==> src/hdl/sik_pkg.sv <==
// Shared constants, widths and arctangent table for the SCARA inverse kinematics block.
// No dependencies.
package sik_pkg;

  localparam int unsigned CordicStagesDef = 20;
  localparam int unsigned LenW   = 20;
  localparam int unsigned PosW   = 24;
  localparam int unsigned AngW   = 27;
  localparam int unsigned FracC  = 20;
  localparam int unsigned CW     = 22;  // signed Q.20 cosine/sine
  localparam int unsigned NumW   = 52;  // signed elbow numerator
  localparam int unsigned DenW   = 41;  // 2*L1*L2
  localparam int unsigned VecW   = 56;  // CORDIC vector width, signed
  localparam int unsigned ZW     = 28;  // CORDIC angle accumulator, signed
  localparam int unsigned SqW    = 42;  // 2^40 - C^2 radicand
  localparam int unsigned QW     = 21;  // cosine quotient magnitude
  localparam logic signed [ZW-1:0] Deg180 = ZW'(180 * 65536);

  typedef enum logic [2:0] {
    RegUpperLen = 3'd0,
    RegLowerLen = 3'd1,
    RegOffsetX  = 3'd2,
    RegOffsetY  = 3'd3,
    RegPassMode = 3'd4
  } reg_idx_e;

  function automatic logic [ZW-1:0] atan_deg(input int unsigned i);
    logic [ZW-1:0] r;
    case (i)
      0: r = ZW'(2949120);  1: r = ZW'(1740967);  2: r = ZW'(919879);
      3: r = ZW'(466945);   4: r = ZW'(234379);   5: r = ZW'(117304);
      6: r = ZW'(58666);    7: r = ZW'(29335);    8: r = ZW'(14668);
      9: r = ZW'(7334);     10: r = ZW'(3667);    11: r = ZW'(1833);
      12: r = ZW'(917);     13: r = ZW'(458);     14: r = ZW'(229);
      15: r = ZW'(115);     16: r = ZW'(57);      17: r = ZW'(29);
      18: r = ZW'(14);      19: r = ZW'(7);       20: r = ZW'(4);
      21: r = ZW'(2);       22: r = ZW'(1);
      default: r = '0;
    endcase
    return r;
  endfunction

  // Per-item side data carried alongside the pipeline.
  typedef struct packed {
    logic                   pass;
    logic                   flag;
    logic signed [PosW-1:0] tx;
    logic signed [PosW-1:0] ty;
    logic signed [PosW-1:0] tz;
  } side_t;

endpackage

==> src/hdl/sik_sqrt_cell.sv <==
// One square-root cell: settles one root bit per item, passes remainder on.
// Uses sik_pkg.
module sik_sqrt_cell import sik_pkg::*; #(
  parameter int unsigned Step = 0
) (
  input  logic          clk_i,
  input  logic          en_i,
  input  logic [SqW-1:0] rad_i,
  input  logic [SqW-1:0] rem_i,
  input  logic [QW-1:0]  root_i,
  output logic [SqW-1:0] rad_o,
  output logic [SqW-1:0] rem_o,
  output logic [QW-1:0]  root_o
);
  logic [SqW+1:0] cur;
  logic [SqW+1:0] trial;
  logic           ok;

  always_comb begin
    cur   = {rem_i, rad_i[SqW-1:SqW-2]};
    trial = {(SqW+2-QW-2)'(0), root_i, 2'b01};
    ok    = cur >= trial;
  end

  always_ff @(posedge clk_i) begin
    if (en_i) begin
      rad_o  <= {rad_i[SqW-3:0], 2'b00};
      rem_o  <= ok ? SqW'(cur - trial) : SqW'(cur);
      root_o <= {root_i[QW-2:0], ok};
    end
  end
endmodule

==> config.mk <==
export PLATFORM = sky130hd
export DESIGN_NAME = sik_sqrt_cell
export DESIGN_NICKNAME = d
export VERILOG_FILES = /design/src/hdl/sik_pkg.sv /design/src/hdl/sik_sqrt_cell.sv
export SDC_FILE = /design/constraint.sdc
export NUM_CORES = 1
export LEC_CHECK = 0
export BUFFER_PORTS_ARGS = -buffer_cell sky130_fd_sc_hd__buf_2
export CAP_MARGIN = 0
export CORE_MARGIN = 2
export CORE_UTILIZATION = 45
export CTS_CLUSTER_SIZE = 40
export DETAILED_ROUTE_END_ITERATION = 10
export PLACE_DENSITY_LB_ADDON = 0.25
export SLEW_MARGIN = 20
export SYNTH_ARGS = -nofsm -noshare
export SYNTH_HDL_FRONTEND = slang
export SYNTH_SLANG_ARGS = --single-unit
==> constraint.sdc <==
create_clock -name clk_i -period 4 [get_ports clk_i]
set_clock_uncertainty 0.1 [all_clocks]
set_input_delay 0.8 -clock clk_i [delete_from_list [all_inputs] [get_ports clk_i]]
set_output_delay 0.8 -clock clk_i [all_outputs]
set_load 0.01 [all_outputs]
== Yosys cells after proc, flatten, opt, wreduce, memory -nomap -nowiden ==
Index checks and enable logic that the tools add are counted.

* Bits in registers: 103
* Word-level logic and storage cells: 6

* Magnitude comparators: 1
* Multiplexer cells: 1
* Add/subtract/negate cells: 1

{| class="wikitable"
|+ Operators with widths
! operator !! number
|-
| $ge 44x23->1 || 1
|-
| $mux 42 || 1
|-
| $sub 42x23->42 || 1
|}

== Depth between registers and ports, before layout ==
Gate-level depths: netlist (run 1).

* Depth after elaboration: 2
* Mapped depth: 11
* Mapped depth without buffers: 9

== Least setup slack after synthesis (run 1) ==
OpenSTA, ideal clock, no wires.

* Kind: input -> register
* Start: in root_i[4]
* End: reg rem_o[35] (data pin)
* Stages: 9
* Arrival time: 2.856 ns
* Library setup time: 0.258 ns
* Slack: 0.786 ns
* Data required time: 3.642 ns
* Buffers on the path: 0
* Cells stage by stage: inv_1 ha_1 nand4_1 a211oi_1 o31a_1 o2111a_2 o21ai_4 or4b_1 xnor2_1

* Longest elaborated chain between the ends: 2
* Elaborated cells on any way between the ends: 3

{| class="wikitable"
|+ RTL lines
! what !! RTL line !! text
|-
| start, declared || sik_sqrt_cell.sv:10 || <nowiki>input logic [QW-1:0] root_i,</nowiki>
|-
| $sub 42x23->42 / $ge 44x23->1 (equally long branches) || sik_sqrt_cell.sv:28, sik_sqrt_cell.sv:22 ||
|-
| $mux 42 (*) || sik_sqrt_cell.sv:28 || <nowiki>rem_o <= ok ? SqW'(cur - trial) : SqW'(cur);</nowiki>
|-
| end signal, assigned || sik_sqrt_cell.sv:28 ||
|-
| end, declared || sik_sqrt_cell.sv:12 || <nowiki>output logic [SqW-1:0] rem_o,</nowiki>
|}

Every way passes the cells marked *; elsewhere a longest branch is shown, timed or not.
A chain may end at the register's enable or synchronous reset.

== Final worst setup path (run 1) ==
* Start: in root_i[4]
* End: reg rem_o[26] (data pin)

The elaborated chain is that of the path after synthesis.

==> impl_metrics.ini, run 1 <==
[outcome]
outcome = completed

[synth]
yosysMostFrequentCell = edfxtp_1
yosys.area.top_type = edfxtp_1
yosysSeqAreaShare = 0.595
synthTopCellsByCount = 103 x edfxtp_1, 41 x nand2_1, 29 x inv_1
synthCells = 426
async_reset_ff_frac = 0
synth_top_area_frac = 0.595
ys.flop_type = edfxtp_1
syn_avg_cell_area_um2 = 12.2
synthTopCellsByArea = edfxtp_1 60%, ha_1 5.5%, xnor2_1 3.4%
ys_seq_elements = 103
ys_warn_count = 0
synth-edff-count = 103
syn_area_mm2 = 0.00519
synth_cell_types = 58

[routing]
vias_per_cell = 5.26
ant_nets = 0
drt_iter0_markers = 202
first_pass_iters = 4
wl_per_cell_um = 16.4
drcViolationCount = 0
routed-via-count = 4119
wirelength_mm = 12.8

[pwr]
p_seq_frac = 0.498
p_int_mw = 1.96
leakagePower_nw = 2.86
power_switching_uw = 728
power_density_mw_per_mm2 = 402
power_switching_share = 0.271
combPwrFrac = 0.192
power.share.clock = 0.310
vdd_drop_max_mv = 0.301

[floorplanning]
die_w_um = 111
coreArea_mm2 = 0.0113
rows = 39
ios = 212
die-area_mm2 = 0.0124
dieHeight_um = 111
start_util = 0.459

[sta]
setup_violations = 0
fin_tns_setup_ps = 0
worst_slack_ps = 656
maxSlewViolCount = 0
hold_viol_final = 0
slew_headroom = 0.599
fmax_ghz = 0.299
fin_hold_ws_ps = 527
period_share = 0.836
worst_pin_slew_ps = 586
grt_setup_unrepaired = no
post-route-min-period_ps = 3340

[cts]
cts-root-buf = clkbuf_16
ctsHoldBuffers = 0
clockBufferDepth = 2
cts_buffers = 9
ctsHtreeMaxLevel = 3
numClockSinks = 103
cts_resized = 0
cts_setup_buffers = 0
cts_tree = yes
clkSlewWorstSetupHoldPaths_ps = 70

[worst_setup_path]
crit_arrival_ps = 3320
required_ps = 3970
critPathCaptureType = register
path_class = in2reg
start_kind = primary input
critPathMaxFanout = 17

[global_routing]
grt_overflow = 0
grt_max_degree = 64
grtUsageTotal = 0.205
grt_pass1_wl_mm = 20.2
antenna_found_initial = 0
grt_pass1_vias = 4001

[layout]
nets = 765
stdcell_area_mm2 = 0.00668
finish.utilization = 0.590
nFillCells = 978
final_layout_size_suffix_gt1_frac = 0.375
area_delta_synth_final_pct = 28.5
diodes = 0

[flow_run]
drv_cap = 0

[min_path]
hold_path.class = in2reg

[placed_design]
place_ws_ps = 320
dpl_cell_area_mm2 = 0.00640
portBuffers = 209
detailed_place_hpwl_mm = 9.93
gp_congestion = 0.910
==> critical path: stages <==
cell       delay [ps]
buf_2             100
inv_1              40
ha_1              370
nand4_1           180
a211oi_1          380
o31a_1            240
o2111a_2          330
o21ai_4           150
a2111oi_0         610
xor2_1            120
==> power groups by stage <==
stage / Sequential (mW) / Clock [mW] / Combinational (mW)
floorplan: 1.42 / 0 / 0.214
global placement: 1.36 / 0 / 0.507
detailed placement: 1.36 / 0 / 0.513
CTS: 1.34 / 0.861 / 0.516
global route: 1.35 / 0.905 / 0.564
finish: 1.34 / 0.834 / 0.515
==> path summary, 6_finish.rpt <==
kind / startpoint / slack, ps / cells past startpoint / to
max: root_i[4] / 660 / 10 / rem_o[26]$_DFFE_PP_
min: rad_i[31] / 530 / 1 / rad_o[33]$_DFFE_PP_
==> through the flow <==
| step | power (mW) | std cells |
|---|---|---|
| CTS | 2.72 | 783 |
| detailed placement | 1.88 | 767 |
| floorplan | 1.64 | 427 |
| finish | 2.69 | 783 |
| global route | 2.82 | 783 |
| global placement | 1.87 | 767 |
==> metal layers <==
metal  part of all wire  track usage  vias to the layer above
li1                   -            -                     2014
met1               0.43        0.258                     1915
met2               0.49        0.348                      169
met3              0.056       0.0376                       21
met4              0.024       0.0905                        0
met5                  0            0                        -
==> cells by family (layout without fill, tap and decap cells) <==
group,count (synthesis),after routing,synth area share
AOI/OAI and AO/OA,100,100,0.125
other,1,2,0.000722
buffers and inverters,44,257,0.0359
DFF,103,103,0.595
and+or+nand+nor,118,118,0.125
xor gates and xnor gates,37,37,0.0624
adders and majority gates,23,23,0.0554
==> cells in the final DEF (no fill, tap or decap), drive strengths merged, types with 2 or more instances in the layout <==
| master | n |
|---|---|
| buf | 212 |
| edfxtp | 103 |
| nand2 | 41 |
| inv | 31 |
| o21ai | 31 |
| a21oi | 25 |
| ha | 23 |
| xnor2 | 20 |
| nor2 | 18 |
| xor2 | 17 |
| a21o | 13 |
| clkbuf | 9 |
| nand4 | 9 |
| nor3 | 8 |
| or3 | 7 |
| a211oi | 6 |
| nor4 | 5 |
| o31ai | 5 |
| nand2b | 5 |
| nand3 | 4 |
| or4 | 4 |
| or4b | 4 |
| o211ai | 3 |
| clkinv | 3 |
| o21a | 2 |
| and3 | 2 |
| nand4bb | 2 |
| o31a | 2 |
| nand4b | 2 |
| a31oi | 2 |
| a221o | 2 |
| conb | 2 |
| clkinvlp | 2 |
| or2 | 2 |
==> cell type report <==
class	count	area (um^2)	area share
clock buffer	9	225	0.0337
clock inverter	7	56.3	0.00843
inverter	29	109	0.0163
multi-input combinational	280	1920	0.287
sequential	103	3090	0.463
tap	143	179	0.0268
timing repair buffer	212	1100	0.164
==> registers in the layout, summed over array words and instances, names as in the netlist <==
name    cells
rad_o      40
rem_o      42
root_o     21
Note: power is estimated with default switching activity, not from simulation.
==> inputs of run 2 (changes only) <==
--- a/config.mk
+++ b/config.mk
@@ -5,6 +5,7 @@
 export SDC_FILE = /design/constraint.sdc
 export NUM_CORES = 1
 export LEC_CHECK = 0
+export ABC_AREA = 1
 export BUFFER_PORTS_ARGS = -buffer_cell sky130_fd_sc_hd__buf_2
 export CAP_MARGIN = 0
 export CORE_MARGIN = 2
==> constraint.sdc (replaced) <==
create_clock -name clk_i -period 3.3 [get_ports clk_i]
set_clock_uncertainty 0.1 [all_clocks]
set_input_delay 0.66 -clock clk_i [delete_from_list [all_inputs] [get_ports clk_i]]
set_output_delay 0.66 -clock clk_i [all_outputs]
set_load 0.01 [all_outputs]
==> impl_metrics.ini, run 2 <==
[cts]
clockBufferDepth = 2
clkSlewWorstSetupHoldPaths_ps = 70
cts-root-buf = clkbuf_16
ctsHoldBuffers = 0
ctsHtreeMaxLevel = 3
numClockSinks = 103
cts_resized = 0
cts_tree = yes
cts_buffers = 9
cts_setup_buffers = 0

[floorplanning]
coreArea_mm2 = 0.0132
die-area_mm2 = 0.0145
start_util = 0.461
die_w_um = 120
rows = 42
ios = 212
dieHeight_um = 120

[layout]
final_cells = 1135
final_layout_size_suffix_gt1_frac = 0.267
area_delta_synth_final_pct = 25.4
diodes = 0
final_cell_mix = 260 x nand2_1, 208 x buf_2, 129 x inv_1, 103 x edfxtp_1, 64 x nor2_1
layout_commonest_cell = nand2_1
nFillCells = 1315
nets = 1084
largestRegisters = rem_o (42), rad_o (40), root_o (21)
largest_reg_flops = 42
top_register = rem_o
finish.utilization = 0.578

[synth]
synthTopCellsByArea = edfxtp_1 51%, nand2_1 16%, inv_1 7.9%
synthCells = 736
syn_area_mm2 = 0.00610
ys.flop_type = edfxtp_1
yosysMostFrequentCell = nand2_1
synth_cell_types = 31
syn_avg_cell_area_um2 = 8.29
ys_warn_count = 0
yosys.area.top_type = edfxtp_1
ys_seq_elements = 103
synth_top_area_frac = 0.507
async_reset_ff_frac = 0
synth-edff-count = 103
yosysSeqAreaShare = 0.507
synthTopCellsByCount = 260 x nand2_1, 129 x inv_1, 103 x edfxtp_1

[sta]
setup_violations = 0
hold_viol_final = 0
period_share = 0.764
worst_pin_slew_ps = 574
fmax_ghz = 0.397
fin_tns_setup_ps = 0
maxSlewViolCount = 0
slew_headroom = 0.617
post-route-min-period_ps = 2520
grt_setup_unrepaired = no

[routing]
wl_per_cell_um = 14.1
first_pass_iters = 5
wirelength_mm = 16.0
ant_nets = 0
drcViolationCount = 0
routed-via-count = 5394
vias_per_cell = 4.75
drt_iter0_markers = 334

[pwr]
power_density_mw_per_mm2 = 445
power_mw = 3.41
leakagePower_nw = 3.80
vdd_drop_max_mv = 0.226

[placed_design]
place_inst = 1119
gp_congestion = 0.947
detailed_place_hpwl_mm = 13.1
portBuffers = 209

[worst_setup_path]
start_kind = primary input
critPathCaptureType = register
required_ps = 3320
critPathMaxFanout = 6
crit_arrival_ps = 2540
path_class = in2reg

[min_path]
hold_depth = 1
min_to = rad_o[36]$_DFFE_PP_
hold_start = rad_i[34]
hold_path.class = in2reg

[global_routing]
antenna_found_initial = 0
grt_overflow = 0
grt_pass1_vias = 5151
grt_pass1_wl_mm = 25.2
grt_max_degree = 65
grtUsageTotal = 0.226

[flow_run]
drv_cap = 0

[outcome]
outcome = completed
## run 2: where the power goes
| part | switching, mW | internal [mW] |
|---|---|---|
| clock network | 0.471 | 0.595 |
| logic | 0.440 | 0.280 |
| registers | 0.0278 | 1.59 |
| total | 0.939 | 2.47 |
## run 2: worst max path at each step
stage          startpoint             endpoint  slack, ps  cells after the start
2_1_floorplan  root_i[19]   rem_o[3]$_DFFE_PP_        890                     13
3_3_place_gp    rem_i[20]  rem_o[33]$_DFFE_PP_        470                     11
3_5_place_dp    root_i[5]  rem_o[36]$_DFFE_PP_        450                     13
4_1_cts         root_i[5]  rem_o[36]$_DFFE_PP_        830                     13
5_1_grt        root_i[12]  rem_o[41]$_DFFE_PP_        590                     13
6_report         rem_i[5]  rem_o[41]$_DFFE_PP_        780                     10
## run 2: worst max-delay path: stages
cell and delay (ps):
buf_2 110, ha_1 340, nand2_1 150, inv_1 50, a21oi_1 270, nand3_1 190, a21oi_1 500, nand3_1 140
nand2_1 80, nand2_1 40
## run 2: cell families (layout without fill, tap and decap cells)
logic type               after synthesis  after routing  synth area share
flip-flops                           103            103             0.507
AO/OA/AOI/OAI                         54             54            0.0568
XOR/XNOR                              21             21            0.0302
other                                  1              2          0.000615
adder cells (fa/ha/maj)               23             23            0.0472
buffers and inverters                144            366            0.0954
AND/OR/NAND/NOR                      390            390             0.263
## run 2: per-stage QoR
stage / instance area, um^2 / hold WS [ps] / worst slack, ps
6_report: 7650 / 378 / 780
5_1_grt: 7650 / 357 / 592
4_1_cts: 7650 / 363 / 834
3_5_place_dp: 7350 / 738 / 449
3_3_place_gp: 7350 / 737 / 472
2_1_floorplan: 6100 / 659 / 886
## run 2: layer usage
| layer | vias up | part of all wire | GRT usage |
|---|---|---|---|
| met1 | 2418 | 0.44 | 0.293 |
| met3 | 14 | 0.072 | 0.0519 |
| met5 | - | 0 | 0 |
| li1 | 2779 | - | - |
| met2 | 183 | 0.47 | 0.382 |
| met4 | 0 | 0.012 | 0.0589 |
## run 2: final cells by class
type                       count  area, um^2  area share
clock buffer                  11         233      0.0304
multi-input combinational    490        2430       0.317
timing repair buffer         215        1110       0.145
inverter                     135         507      0.0662
tap                          176         220      0.0288
clock inverter                 5        63.8     0.00834
sequential                   103        3090       0.404
