$ cat src/hdl/sik_pkg.sv
// Shared constants, widths and arctangent table for the SCARA inverse kinematics block.
// No dependencies.
package sik_pkg;

  localparam int unsigned CordicStagesDef = 20;
  localparam int unsigned LenW   = 20;
  localparam int unsigned PosW   = 24;
  localparam int unsigned AngW   = 27;
  localparam int unsigned FracC  = 20;
  localparam int unsigned CW     = 22;  // signed Q.20 cosine/sine
  localparam int unsigned NumW   = 52;  // signed elbow numerator
  localparam int unsigned DenW   = 41;  // 2*L1*L2
  localparam int unsigned VecW   = 56;  // CORDIC vector width, signed
  localparam int unsigned ZW     = 28;  // CORDIC angle accumulator, signed
  localparam int unsigned SqW    = 42;  // 2^40 - C^2 radicand
  localparam int unsigned QW     = 21;  // cosine quotient magnitude
  localparam logic signed [ZW-1:0] Deg180 = ZW'(180 * 65536);

  typedef enum logic [2:0] {
    RegUpperLen = 3'd0,
    RegLowerLen = 3'd1,
    RegOffsetX  = 3'd2,
    RegOffsetY  = 3'd3,
    RegPassMode = 3'd4
  } reg_idx_e;

  function automatic logic [ZW-1:0] atan_deg(input int unsigned i);
    logic [ZW-1:0] r;
    case (i)
      0: r = ZW'(2949120);  1: r = ZW'(1740967);  2: r = ZW'(919879);
      3: r = ZW'(466945);   4: r = ZW'(234379);   5: r = ZW'(117304);
      6: r = ZW'(58666);    7: r = ZW'(29335);    8: r = ZW'(14668);
      9: r = ZW'(7334);     10: r = ZW'(3667);    11: r = ZW'(1833);
      12: r = ZW'(917);     13: r = ZW'(458);     14: r = ZW'(229);
      15: r = ZW'(115);     16: r = ZW'(57);      17: r = ZW'(29);
      18: r = ZW'(14);      19: r = ZW'(7);       20: r = ZW'(4);
      21: r = ZW'(2);       22: r = ZW'(1);
      default: r = '0;
    endcase
    return r;
  endfunction

  // Per-item side data carried alongside the pipeline.
  typedef struct packed {
    logic                   pass;
    logic                   flag;
    logic signed [PosW-1:0] tx;
    logic signed [PosW-1:0] ty;
    logic signed [PosW-1:0] tz;
  } side_t;

endpackage

$ cat src/hdl/sik_div_cell.sv
// One restoring-division cell: produces one quotient bit per item and hands
// the partial remainder to its neighbor. Uses sik_pkg.
module sik_div_cell import sik_pkg::*; #(
  parameter int unsigned Bit = 0
) (
  input  logic            clk_i,
  input  logic            en_i,
  input  logic [DenW:0]   rem_i,
  input  logic [NumW+FracC-1:0] num_i,
  input  logic [DenW-1:0] den_i,
  input  logic [QW-1:0]   q_i,
  output logic [DenW:0]   rem_o,
  output logic [NumW+FracC-1:0] num_o,
  output logic [DenW-1:0] den_o,
  output logic [QW-1:0]   q_o
);
  logic [DenW+1:0] trial;
  logic [DenW:0]   rem_d;
  logic            qb;

  always_comb begin
    trial = {rem_i, num_i[NumW+FracC-1]};
    qb    = trial >= {1'b0, den_i};
    rem_d = qb ? (DenW+1)'(trial - {1'b0, den_i}) : trial[DenW:0];
  end

  always_ff @(posedge clk_i) begin
    if (en_i) begin
      rem_o <= rem_d;
      num_o <= {num_i[NumW+FracC-2:0], 1'b0};
      den_o <= den_i;
      q_o   <= {q_i[QW-2:0], qb};
    end
  end
endmodule

$ cat config.mk
export PLATFORM = sky130hd
export DESIGN_NAME = sik_div_cell
export DESIGN_NICKNAME = d
export VERILOG_FILES = /design/src/hdl/sik_pkg.sv /design/src/hdl/sik_div_cell.sv
export SDC_FILE = /design/constraint.sdc
export NUM_CORES = 1
export LEC_CHECK = 0
export ABC_AREA = 1
export BUFFER_PORTS_ARGS = -buffer_cell sky130_fd_sc_hd__buf_4
export CAP_MARGIN = 20
export CORE_ASPECT_RATIO = 1.1
export CORE_UTILIZATION = 50
export CTS_BUF_LIST = sky130_fd_sc_hd__clkbuf_4 sky130_fd_sc_hd__clkbuf_8
export DETAILED_ROUTE_END_ITERATION = 12
export GPL_TIMING_DRIVEN = 1
export PLACE_DENSITY = 0.82
export SYNTH_ARGS = -nofsm -noshare
export SYNTH_HDL_FRONTEND = slang
export SYNTH_SLANG_ARGS = --single-unit
export TNS_END_PERCENT = 1
$ cat constraint.sdc
create_clock -name clk_i -period 5.1 [get_ports clk_i]
set_input_delay 0.255 -clock clk_i [delete_from_list [all_inputs] [get_ports clk_i]]
set_output_delay 0.255 -clock clk_i [all_outputs]
set_load 0.05 [all_outputs]
### Yosys cells after proc, flatten, opt, wreduce, memory -nomap -nowiden

Index checks and enable logic that the tools add are counted.

| word-level totals | value |
|---|---|
| bits in registers | 175 |
| input bits | 178 |
| output and inout bits | 176 |

| cells by class | value |
|---|---|
| add/sub/neg operators | 1 |
| magnitude comparators | 1 |
| muxes and demuxes | 1 |

Operators with widths:

| operator | number |
|---|---|
| >= comparator 43 x 41 -> 1 bit | 1 |
| 2-to-1 mux 42 bit | 1 |
| subtractor 42 x 41 -> 42 bit | 1 |

### Logic depth before layout (Yosys ltp)

Gate-level depths: netlist of run 1.

| logic depth | value |
|---|---|
| depth in word-level cells | 2 |
| gate-level depth with buffers | 16 |
| gate-level depth less buffers | 15 |

### Worst setup path before layout of run 1

Ideal clock, no wire load.

| path | value |
|---|---|
| kind | input-to-reg |
| start | in den_i[21] |
| end | reg rem_o[25] (data pin) |
| library setup time | 253 ps |
| stages | 16 |
| data arrival time | 1676 ps |
| setup slack | 3171 ps |
| path through | inv_1 ha_1 nand2_2 nor2_2 inv_2 nor2_4 inv_2 nor2_1 nand2_1 nand2_1 nand2_2 nand2_4 inv_4 buf_6 nand2_1 nand2_1 |

| on the way | value |
|---|---|
| cells in the longest elaborated chain, start to end | 2 |
| elaborated cells on any way between the ends | 3 |

Ends and longest elaborated chain:

| item | line | RTL |
|---|---|---|
| from (decl) | sik_div_cell.sv:10 | `input logic [DenW-1:0] den_i,` |
| subtractor 42 x 41 -> 42 bit or >= comparator 43 x 41 -> 1 bit (tied branches) | sik_div_cell.sv:24, sik_div_cell.sv:23 |  |
| 2-to-1 mux 42 bit * | sik_div_cell.sv:24 | `rem_d = qb ? (DenW+1)'(trial - {1'b0, den_i}) : trial[DenW:0];` |
| net rem_d[25] | sik_div_cell.sv:18 | `logic [DenW:0] rem_d;` |
| to (signal assigned) | sik_div_cell.sv:29 | `rem_o <= rem_d;` |
| to (decl) | sik_div_cell.sv:12 | `output logic [DenW:0] rem_o,` |

Mark *: on every way through the listed nets, which the timed path passes. The rest lies on a longest branch.
A chain may end at the register's enable or synchronous reset.

### Final worst setup path of run 1

| path | value |
|---|---|
| start | in den_i[21] |
| end | reg rem_o[20] (data pin) |

| on the way | value |
|---|---|
| cells in the longest elaborated chain, start to end | 2 |

Ends and longest elaborated chain:

| item | line | RTL |
|---|---|---|
| >= comparator 43 x 41 -> 1 bit | sik_div_cell.sv:23 | `qb = trial >= {1'b0, den_i};` |
| 2-to-1 mux 42 bit | sik_div_cell.sv:24 |  |
| net rem_d[20] | sik_div_cell.sv:18 |  |

The timed path passes the listed nets, and every way through them passes these cells.

==> results of run 1 <==
[metrics by stage]
stage	hold slack, ns	total power, mW	setup WS (ns)	cells	util
after global placement	0.433	3.14	2.12	1618	0.676
after CTS	0.0460	4.21	2.01	1782	0.772
final	0.0582	4.30	1.81	1784	0.773
after global routing	0.0569	4.43	1.67	1783	0.772
after detailed placement	0.434	3.16	2.08	1618	0.676
after floorplan	0.354	2.68	3.17	1036	-
[synthesized netlist by cell type (all sizes together)]
cell type  number  share of area
nand3b          4         0.0032
nor3            4         0.0022
nor2           81          0.035
nand2         395           0.16
fa              1         0.0022
nand4           4         0.0027
xor2           22          0.021
or2             2         0.0014
conb            1        0.00041
inv           186          0.076
o21ai           8         0.0043
and2            2         0.0014
a21o            1        0.00081
ha             41          0.055
nand3          59          0.032
buf             9         0.0089
edfxtp        175           0.57
a21oi          33          0.018
o21bai          7         0.0057
nor3b           1        0.00081
[layout make-up]
class	count	area [um^2]
Sequential cell	175	5260
Fill cell	1130	4080
Timing Repair Buffer	485	3980
Multi-Input combinational cell	666	3220
Inverter	186	701
Tap cell	238	298
Clock buffer	18	241
Clock inverter	14	158
Antenna cell	2	5.00
[per-layer routing]
metal	share of wire	up-vias
met5	0	-
met4	0.044	0
met3	0.097	102
met2	0.50	538
met1	0.36	4316
li1	-	4286
[flip-flops by register name (all words and copies together) (netlist names)]
name   count
q_o       21
num_o     71
rem_o     42
den_o     41
[timing repair]
action	CTS	global route
endpoints found under the hold margin	132	0
setup buffers	0	0
hold buffers	132	0
[cells by family (layout without fill, tap and decap cells)]
logic type / count (synthesis) / count (layout) / share of synthesized area
and+or+nand+nor: 552 / 552 / 0.240
buffers and inverters: 195 / 703 / 0.0846
DFF: 175 / 175 / 0.568
AOI/OAI and AO/OA: 49 / 49 / 0.0291
adders and majority gates: 42 / 42 / 0.0576
xor gates and xnor gates: 22 / 22 / 0.0208
other: 1 / 3 / 0.000405
[worst max path at each step]
stage	end	slack, ns
finish	rem_o[20]	1.81
global route	rem_o[16]	1.67
CTS	rem_o[13]	2.01
detailed placement	rem_o[1]	2.08
global placement	rem_o[36]	2.12
floorplan	rem_o[25]	3.17
[cells in the final DEF, fill, tap and decap left out, types with 2 or more instances in the layout]
cell,instances
sky130_fd_sc_hd__nand2_1,391
sky130_fd_sc_hd__nand4_1,4
sky130_fd_sc_hd__or2_2,2
sky130_fd_sc_hd__clkinv_8,2
sky130_fd_sc_hd__inv_2,7
sky130_fd_sc_hd__inv_8,5
sky130_fd_sc_hd__nand2_2,3
sky130_fd_sc_hd__o21ai_0,8
sky130_fd_sc_hd__nor2_1,76
sky130_fd_sc_hd__buf_4,352
sky130_fd_sc_hd__o21bai_1,7
sky130_fd_sc_hd__inv_6,4
sky130_fd_sc_hd__xor2_1,22
sky130_fd_sc_hd__and2_1,2
sky130_fd_sc_hd__diode_2,2
sky130_fd_sc_hd__a21oi_1,32
sky130_fd_sc_hd__nor3_1,4
sky130_fd_sc_hd__nand3b_1,4
sky130_fd_sc_hd__ha_1,41
sky130_fd_sc_hd__dlygate4sd3_1,132
sky130_fd_sc_hd__nand3_1,59
sky130_fd_sc_hd__inv_1,178
sky130_fd_sc_hd__clkbuf_8,17
sky130_fd_sc_hd__clkinv_4,2
sky130_fd_sc_hd__nor2_2,4
sky130_fd_sc_hd__edfxtp_1,175
[worst max-delay path: cells and delay by family]
kind | cells | cell delay [ns]
buffers and inverters | 4 | 1.06
AND/OR/NAND/NOR | 10 | 1.77
adder cells (fa/ha/maj) | 1 | 0.38
[power by group]
group	internal, mW	switching, mW
Combinational	0.478	0.996
Sequential	1.75	0.0551
Clock	0.382	0.632
Total	2.61	1.68
==> results.md, run 1 <==
Routing:
- The detailed router's first-iteration violation count is 892.
- The via density per instance is 5.18.
- The number of remaining DRC errors is 0.
- Dividing the detail-routed wire length by the instance count gives 19.8 um.
- After detailed routing, the total wire length is 35.3 mm.
- The number of nets with antenna violations after detailed routing is 0.
- The pre-antenna-repair detailed-routing pass consisted of 8 iterations.
- The via count is 9242.

STA:
- Setup repair after global routing left no endpoint under its margin.
- The final sum of negative setup slack is 0 ns.
- The post-route minimum period is 3.29 ns.
- The final hold violation count is 0.
- The slew at the pin with the worst max-slew slack is 0.794 ns.
- The worst max-slew margin expressed relative to the limit is 0.471.
- The count of final max-slew check failures is 0.
- Setup violations remaining at the end of the flow were counted as 0.
- Of the available clock period, the critical path in the final layout requires 0.645.
- The maximum clock rate is 0.304 GHz.

Floorplanning:
- The number of standard-cell rows in the floorplan is 51.
- From left edge to right edge, the die measures 132 um.
- The initial utilization of the core area, before any placement, comes to 0.516.
- The total area inside the core boundary comes to 17900 um^2.
- The die is 145 um tall.
- 354 I/O pins were placed.
- The die covers 19100 um^2.

GRT:
- The via count of the first global-routing pass came to 9092.
- The routing layer with the top usage in global route is met2.
- In the global route stage, met3 resource usage came out at 0.0954.
- The initial antenna violation count was 2.
- The met1 layer usage reported by global route is 0.422.
- The global-route wire length before repair is 51.5 mm.
- Across every metal layer, demand over resource in global routing totals 0.368.
- The total overflow left after global routing is 0.
- Entering global routing, the biggest net connects 81 pins.
- For this run, global-route usage on met2 was measured as 0.645.

Layout:
- The final net count is 1751.
- The summed area of non-filler cells in the final layout is 13900 um^2.
- In the final layout, the share of cells above drive strength 1 is 0.262.
- From synthesis to final layout, the design area changed by 49.6%.

Synthesis:
- The synthesized area per cell is 8.94 um^2.
- Counting every net in the synthesized netlist gives 1256.
- The number of register bits inferred by synthesis is 175.
- The count of unique library cells instantiated by Yosys is 28.
- Of the synthesized area, sequential elements account for 0.568.
- The synthesized netlist cell count is 1036.
- The cell area after technology mapping is 9260 um^2.
- The Yosys step of the flow raised 0 warnings.

Clock tree:
- The CTS buffer count is 17.
- The CTS root buffer is sky130_fd_sc_hd__clkbuf_8.
- The CTS clock-pin slew for the worst setup and hold paths is 0.10 ns.
- The count of H-tree levels built during CTS is 4.
- The TritonCTS clock tree is done.
- The total of cells resized after clock tree synthesis is 0.
- The clock passes through at most 2 buffers.
- CTS saw 175 sinks.

Min path:
- In this run the worst hold path is classified as input pin to register.
- The worst hold path terminates at rem_o[9].
- The number of cells traversed by the worst hold path is 3.
- In this run the most critical hold path is launched from rem_i[8].

Setup path:
- The critical path launch point is den_i[21].
- Traced cell by cell, the critical path runs through dlygate4sd3_1 -> buf_4 -> inv_1 -> ha_1 -> nand2_1 -> nor2_1 -> nand2_1 -> nor2_2 -> nand3_1 -> nand3_1 -> nor2_1 -> nand2_4 -> inv_4 -> nand2_1 -> nand2_1.
- The largest single stage delay on the critical path is 0.55 ns.
- The critical path is of the input pin to register type.
- The largest driver fanout on the critical path is 44.
- STA classifies the critical path startpoint as an input pin.
- The signal arrival time at the worst endpoint is 3.50 ns.
- By instance count, the cell type seen most on the critical path is sky130_fd_sc_hd__nand2_1.
- The required time of the critical path is 5.31 ns.
- STA classifies the critical path endpoint as a register.
- Among all stages on the critical path, the largest delay is contributed by sky130_fd_sc_hd__dlygate4sd3_1.

Run status:
- The flow ran to the end, and the final reports show no timing, DRC or antenna violations.

Pwr:
- The leakage component of the power is 6.86 nW.
- The highest ir drop seen on vdd is 0.000192 V.
- For this design the ratio of total power to cell area is 310 nW/um^2.

Run:
- The number of violations of the max-capacitance limit is 0.

Place:
- Once placement finished, the instance area stood at 12100 um^2.
- The sum of net half-perimeters after detailed placement is 23.0 mm.
- The routability-driven placement congestion ratio is 0.948.
- During placement, the flow inserted port buffers numbering 351.
(Power assumes the default switching activity.)
==> inputs of run 2 (changes only) <==
--- a/config.mk
+++ b/config.mk
@@ -9,11 +9,11 @@
 export BUFFER_PORTS_ARGS = -buffer_cell sky130_fd_sc_hd__buf_4
 export CAP_MARGIN = 20
 export CORE_ASPECT_RATIO = 1.1
-export CORE_UTILIZATION = 50
+export CORE_UTILIZATION = 46
 export CTS_BUF_LIST = sky130_fd_sc_hd__clkbuf_4 sky130_fd_sc_hd__clkbuf_8
 export DETAILED_ROUTE_END_ITERATION = 12
 export GPL_TIMING_DRIVEN = 1
-export PLACE_DENSITY = 0.82
+export PLACE_DENSITY = 0.8
 export SYNTH_ARGS = -nofsm -noshare
 export SYNTH_HDL_FRONTEND = slang
 export SYNTH_SLANG_ARGS = --single-unit
==> constraint.sdc (replaced) <==
create_clock -name clk_i -period 2.8 [get_ports clk_i]
set_input_delay 0.14 -clock clk_i [delete_from_list [all_inputs] [get_ports clk_i]]
set_output_delay 0.14 -clock clk_i [all_outputs]
set_load 0.05 [all_outputs]
==> run 2 against run 1 <==
Global-route usage decreased by 4.6 points. Sequential power rose by 81%. Die area grew 8.6%. Highest routed layer unchanged.
==> results.md, run 2 (synthesized netlist as in run 1, its figures left out) <==
Pwr:
- The highest ir drop seen on vdd is 0.000341 V (was 0.000192 V).
- The power density over the cells was 545 nW/um^2 (was 310 nW/um^2).
- The total design power was 7.84 mW (was 4.30 mW).
- The leakage component of the power is 7.08 nW (was 6.86 nW).

Layout:
- The count of inserted antenna diode cells was 0 (was 2).
- Registers with the highest flip-flop counts: num_o (71), rem_o (42), den_o (41) (unchanged).
- The number of flip-flops under the largest register name came to 71 (unchanged).
- The most common cell after layout, fill and taps aside was sky130_fd_sc_hd__nand2_1 (unchanged).
- The area added between synthesis and finish is 55.2% (was 49.6%).
- The number of filler instances in the final layout was 1376 (was 1130).
- The final net count is 1799 (was 1751).
- Most used cells in the layout excluding fill and tap cells: sky130_fd_sc_hd__nand2_1 (391), sky130_fd_sc_hd__buf_4 (358), sky130_fd_sc_hd__inv_1 (178) (was sky130_fd_sc_hd__nand2_1 (391), sky130_fd_sc_hd__buf_4 (352), sky130_fd_sc_hd__inv_1 (178)).
- The proportion of layout cells with a drive suffix above 1 was 0.259 (was 0.262).
- The register ranked first by flip-flop count is num_o (unchanged).

Floorplanning:
- The die boundary height is 151 um (was 145 um).
- The starting density of the core came to 0.468 (was 0.516).
- The core box area is 19800 um^2 (was 17900 um^2).
- The top-level port count is 354 (unchanged).
- The die outline width was 137 um (was 132 um).
- The number of standard-cell rows in the floorplan is 54 (was 51).
- The die footprint came to 20700 um^2 (was 19100 um^2).

GRT:
- The initial antenna violation count is 0 (was 2).
- The global-route wire length before repair is 48.9 mm (was 51.5 mm).
- The via count of the first global-routing pass was 9192 (was 9092).
- The total global routing track utilization is 0.322 (was 0.368).
- The overflow left after global routing was 0 (unchanged).
- The maximum number of pins on one net before global-route repair came to 67 (was 81).

Min path:
- The worst hold-check path type was input pin to register (unchanged).
- The critical hold path startpoint is num_i[71] (was rem_i[8]).
- The number of cells traversed by the worst hold path is 3 (unchanged).

Routing:
- The detailed router's first-iteration violation count is 629 (was 892).
- The post-detailed-routing wire length came to 33.3 mm (was 35.3 mm).
- The per-cell routed wire length is 18.0 um (was 19.8 um).
- The first-pass detailed-route iteration total is 7 (was 8).
- The number of nets with antenna violations after detailed routing is 0 (unchanged).
- The number of remaining DRC errors came to 0 (unchanged).
- The via count is 9055 (was 9242).
- The via density per instance is 4.91 (was 5.18).

Clock tree:
- The CTS clock-pin slew for the worst setup and hold paths is 0.11 ns (was 0.10 ns).
- The CTS buffer count is 17 (unchanged).
- The TritonCTS clock tree was done (unchanged).
- The maximum buffer depth of the clock tree is 2 (unchanged).
- The count of H-tree levels built during CTS is 4 (unchanged).
- The CTS root buffer is sky130_fd_sc_hd__clkbuf_8 (unchanged).
- The clock sink total is 175 (unchanged).

STA:
- The count of final max-slew check failures is 0 (unchanged).
- The period utilization is 0.892.
- The final sum of negative setup slack was 0 ns (unchanged).
- The post-route minimum period is 2.50 ns.
- RSZ-0062 raised after global routing: false (unchanged).
- The final setup violation count was 0 (unchanged).
- The slew at the pin with the worst max-slew slack is 0.630 ns (was 0.794 ns).
- The maximum clock rate is 0.400 GHz.
- The final worst-path setup slack is 0.302 ns (was 1.81 ns).
- The final hold violation count is 0 (unchanged).
- The worst max-slew margin expressed relative to the limit is 0.580 (was 0.471).

Place:
- The sum of net half-perimeters after detailed placement was 22.9 mm (was 23.0 mm).
- The routability-driven placement congestion ratio is 0.935 (was 0.948).
- The minimum setup slack after placement came to 0.472 ns (was 2.08 ns).
- The number of I/O port buffers was 351 (unchanged).

Setup path:
- The required time of the critical path was 3.14 ns (was 5.31 ns).
- The nature of the critical path startpoint was an input pin (unchanged).
- The class of the most critical setup path was input pin to register (unchanged).
- The critical path launch point is rem_i[8] (was den_i[21]).
- The signal arrival time at the worst endpoint is 2.84 ns (was 3.50 ns).
- The type of element capturing the critical path is a register (unchanged).
- The largest driver fanout on the critical path is 16 (was 44).

Run:
- The number of violations of the max-capacitance limit is 0 (unchanged).

Run status:
- Run status: finished, final reports clean (unchanged).
-- run 2: changes by cell type in the layout (fill, tap and decap cells not counted) --
| cell | delta |
|---|---|
| sky130_fd_sc_hd__buf_4 | +6 |
| sky130_fd_sc_hd__clkinv_4 | -1 |
| sky130_fd_sc_hd__inv_8 | -3 |
| sky130_fd_sc_hd__clkinv_2 | +1 |
| sky130_fd_sc_hd__clkinv_8 | +4 |
| sky130_fd_sc_hd__dlygate4sd3_1 | +40 |
| sky130_fd_sc_hd__diode_2 | -2 |
| sky130_fd_sc_hd__clkbuf_4 | -1 |
| sky130_fd_sc_hd__buf_12 | +2 |
-- run 2: final cells by class --
class / instances / area [um^2] / share of cell area
inverters: 186 / 701 / 0.0488
multi-input cells: 666 / 3220 / 0.224
well taps: 252 / 315 / 0.0219
clock inverters: 15 / 185 / 0.0129
flip-flops and latches: 175 / 5260 / 0.366
repair buffers: 533 / 4460 / 0.310
clock buffers: 17 / 234 / 0.0163
-- run 2: what timing repair did --
action / in CTS / in global routing
setup buffers: 0 / 0
resized for setup: 0 / 0
hold buffers: 172 / 0
hold endpoints to repair: 172 / 0
-- run 2: final timing paths --
path | to | slack [ns]
setup / recovery | rem_o[25] | 0.30
hold / removal | rem_o[0] | 0.06
-- run 2: per-layer routing --
layer	routed length, um	track usage	vias to the layer above
met2	17500	0.605	367
li1	-	-	4386
met5	0	0	-
met4	1130	0.121	0
met1	12600	0.358	4237
met3	1950	0.0572	65
-- run 2: critical path: stages --
cell,delay (ns)
sky130_fd_sc_hd__dlygate4sd3_1,0.55
sky130_fd_sc_hd__buf_4,0.14
sky130_fd_sc_hd__ha_1,0.34
sky130_fd_sc_hd__nand2_1,0.11
sky130_fd_sc_hd__nor2_1,0.30
sky130_fd_sc_hd__nand2_1,0.13
sky130_fd_sc_hd__nand3_1,0.19
sky130_fd_sc_hd__nand2_1,0.11
sky130_fd_sc_hd__nand2_1,0.12
sky130_fd_sc_hd__nand2_2,0.07
sky130_fd_sc_hd__nand2_4,0.08
sky130_fd_sc_hd__buf_4,0.23
sky130_fd_sc_hd__nand3_1,0.19
sky130_fd_sc_hd__nand2_1,0.13
-- run 2: report_power, final --
part / leakage [nW] / switching [mW] / total [mW] / internal (mW)
registers: 1.71 / 0.0887 / 3.28 / 3.19
logic: 5.16 / 1.78 / 2.70 / 0.919
clock network: 0.209 / 1.16 / 1.86 / 0.692
total: 7.08 / 3.04 / 7.84 / 4.80
-- run 2: stage by stage --
step / instances / hold slack, ns / utilization / instance area [um^2]
3_3_place_gp: 1640 / 0.318 / 0.618 / 12200
4_1_cts: 1844 / 0.00847 / 0.726 / 14400
6_report: 1844 / 0.0623 / 0.726 / 14400
3_5_place_dp: 1640 / 0.319 / 0.618 / 12200
2_1_floorplan: 1036 / 0.239 / - / 9260
5_1_grt: 1844 / 0.0647 / 0.726 / 14400
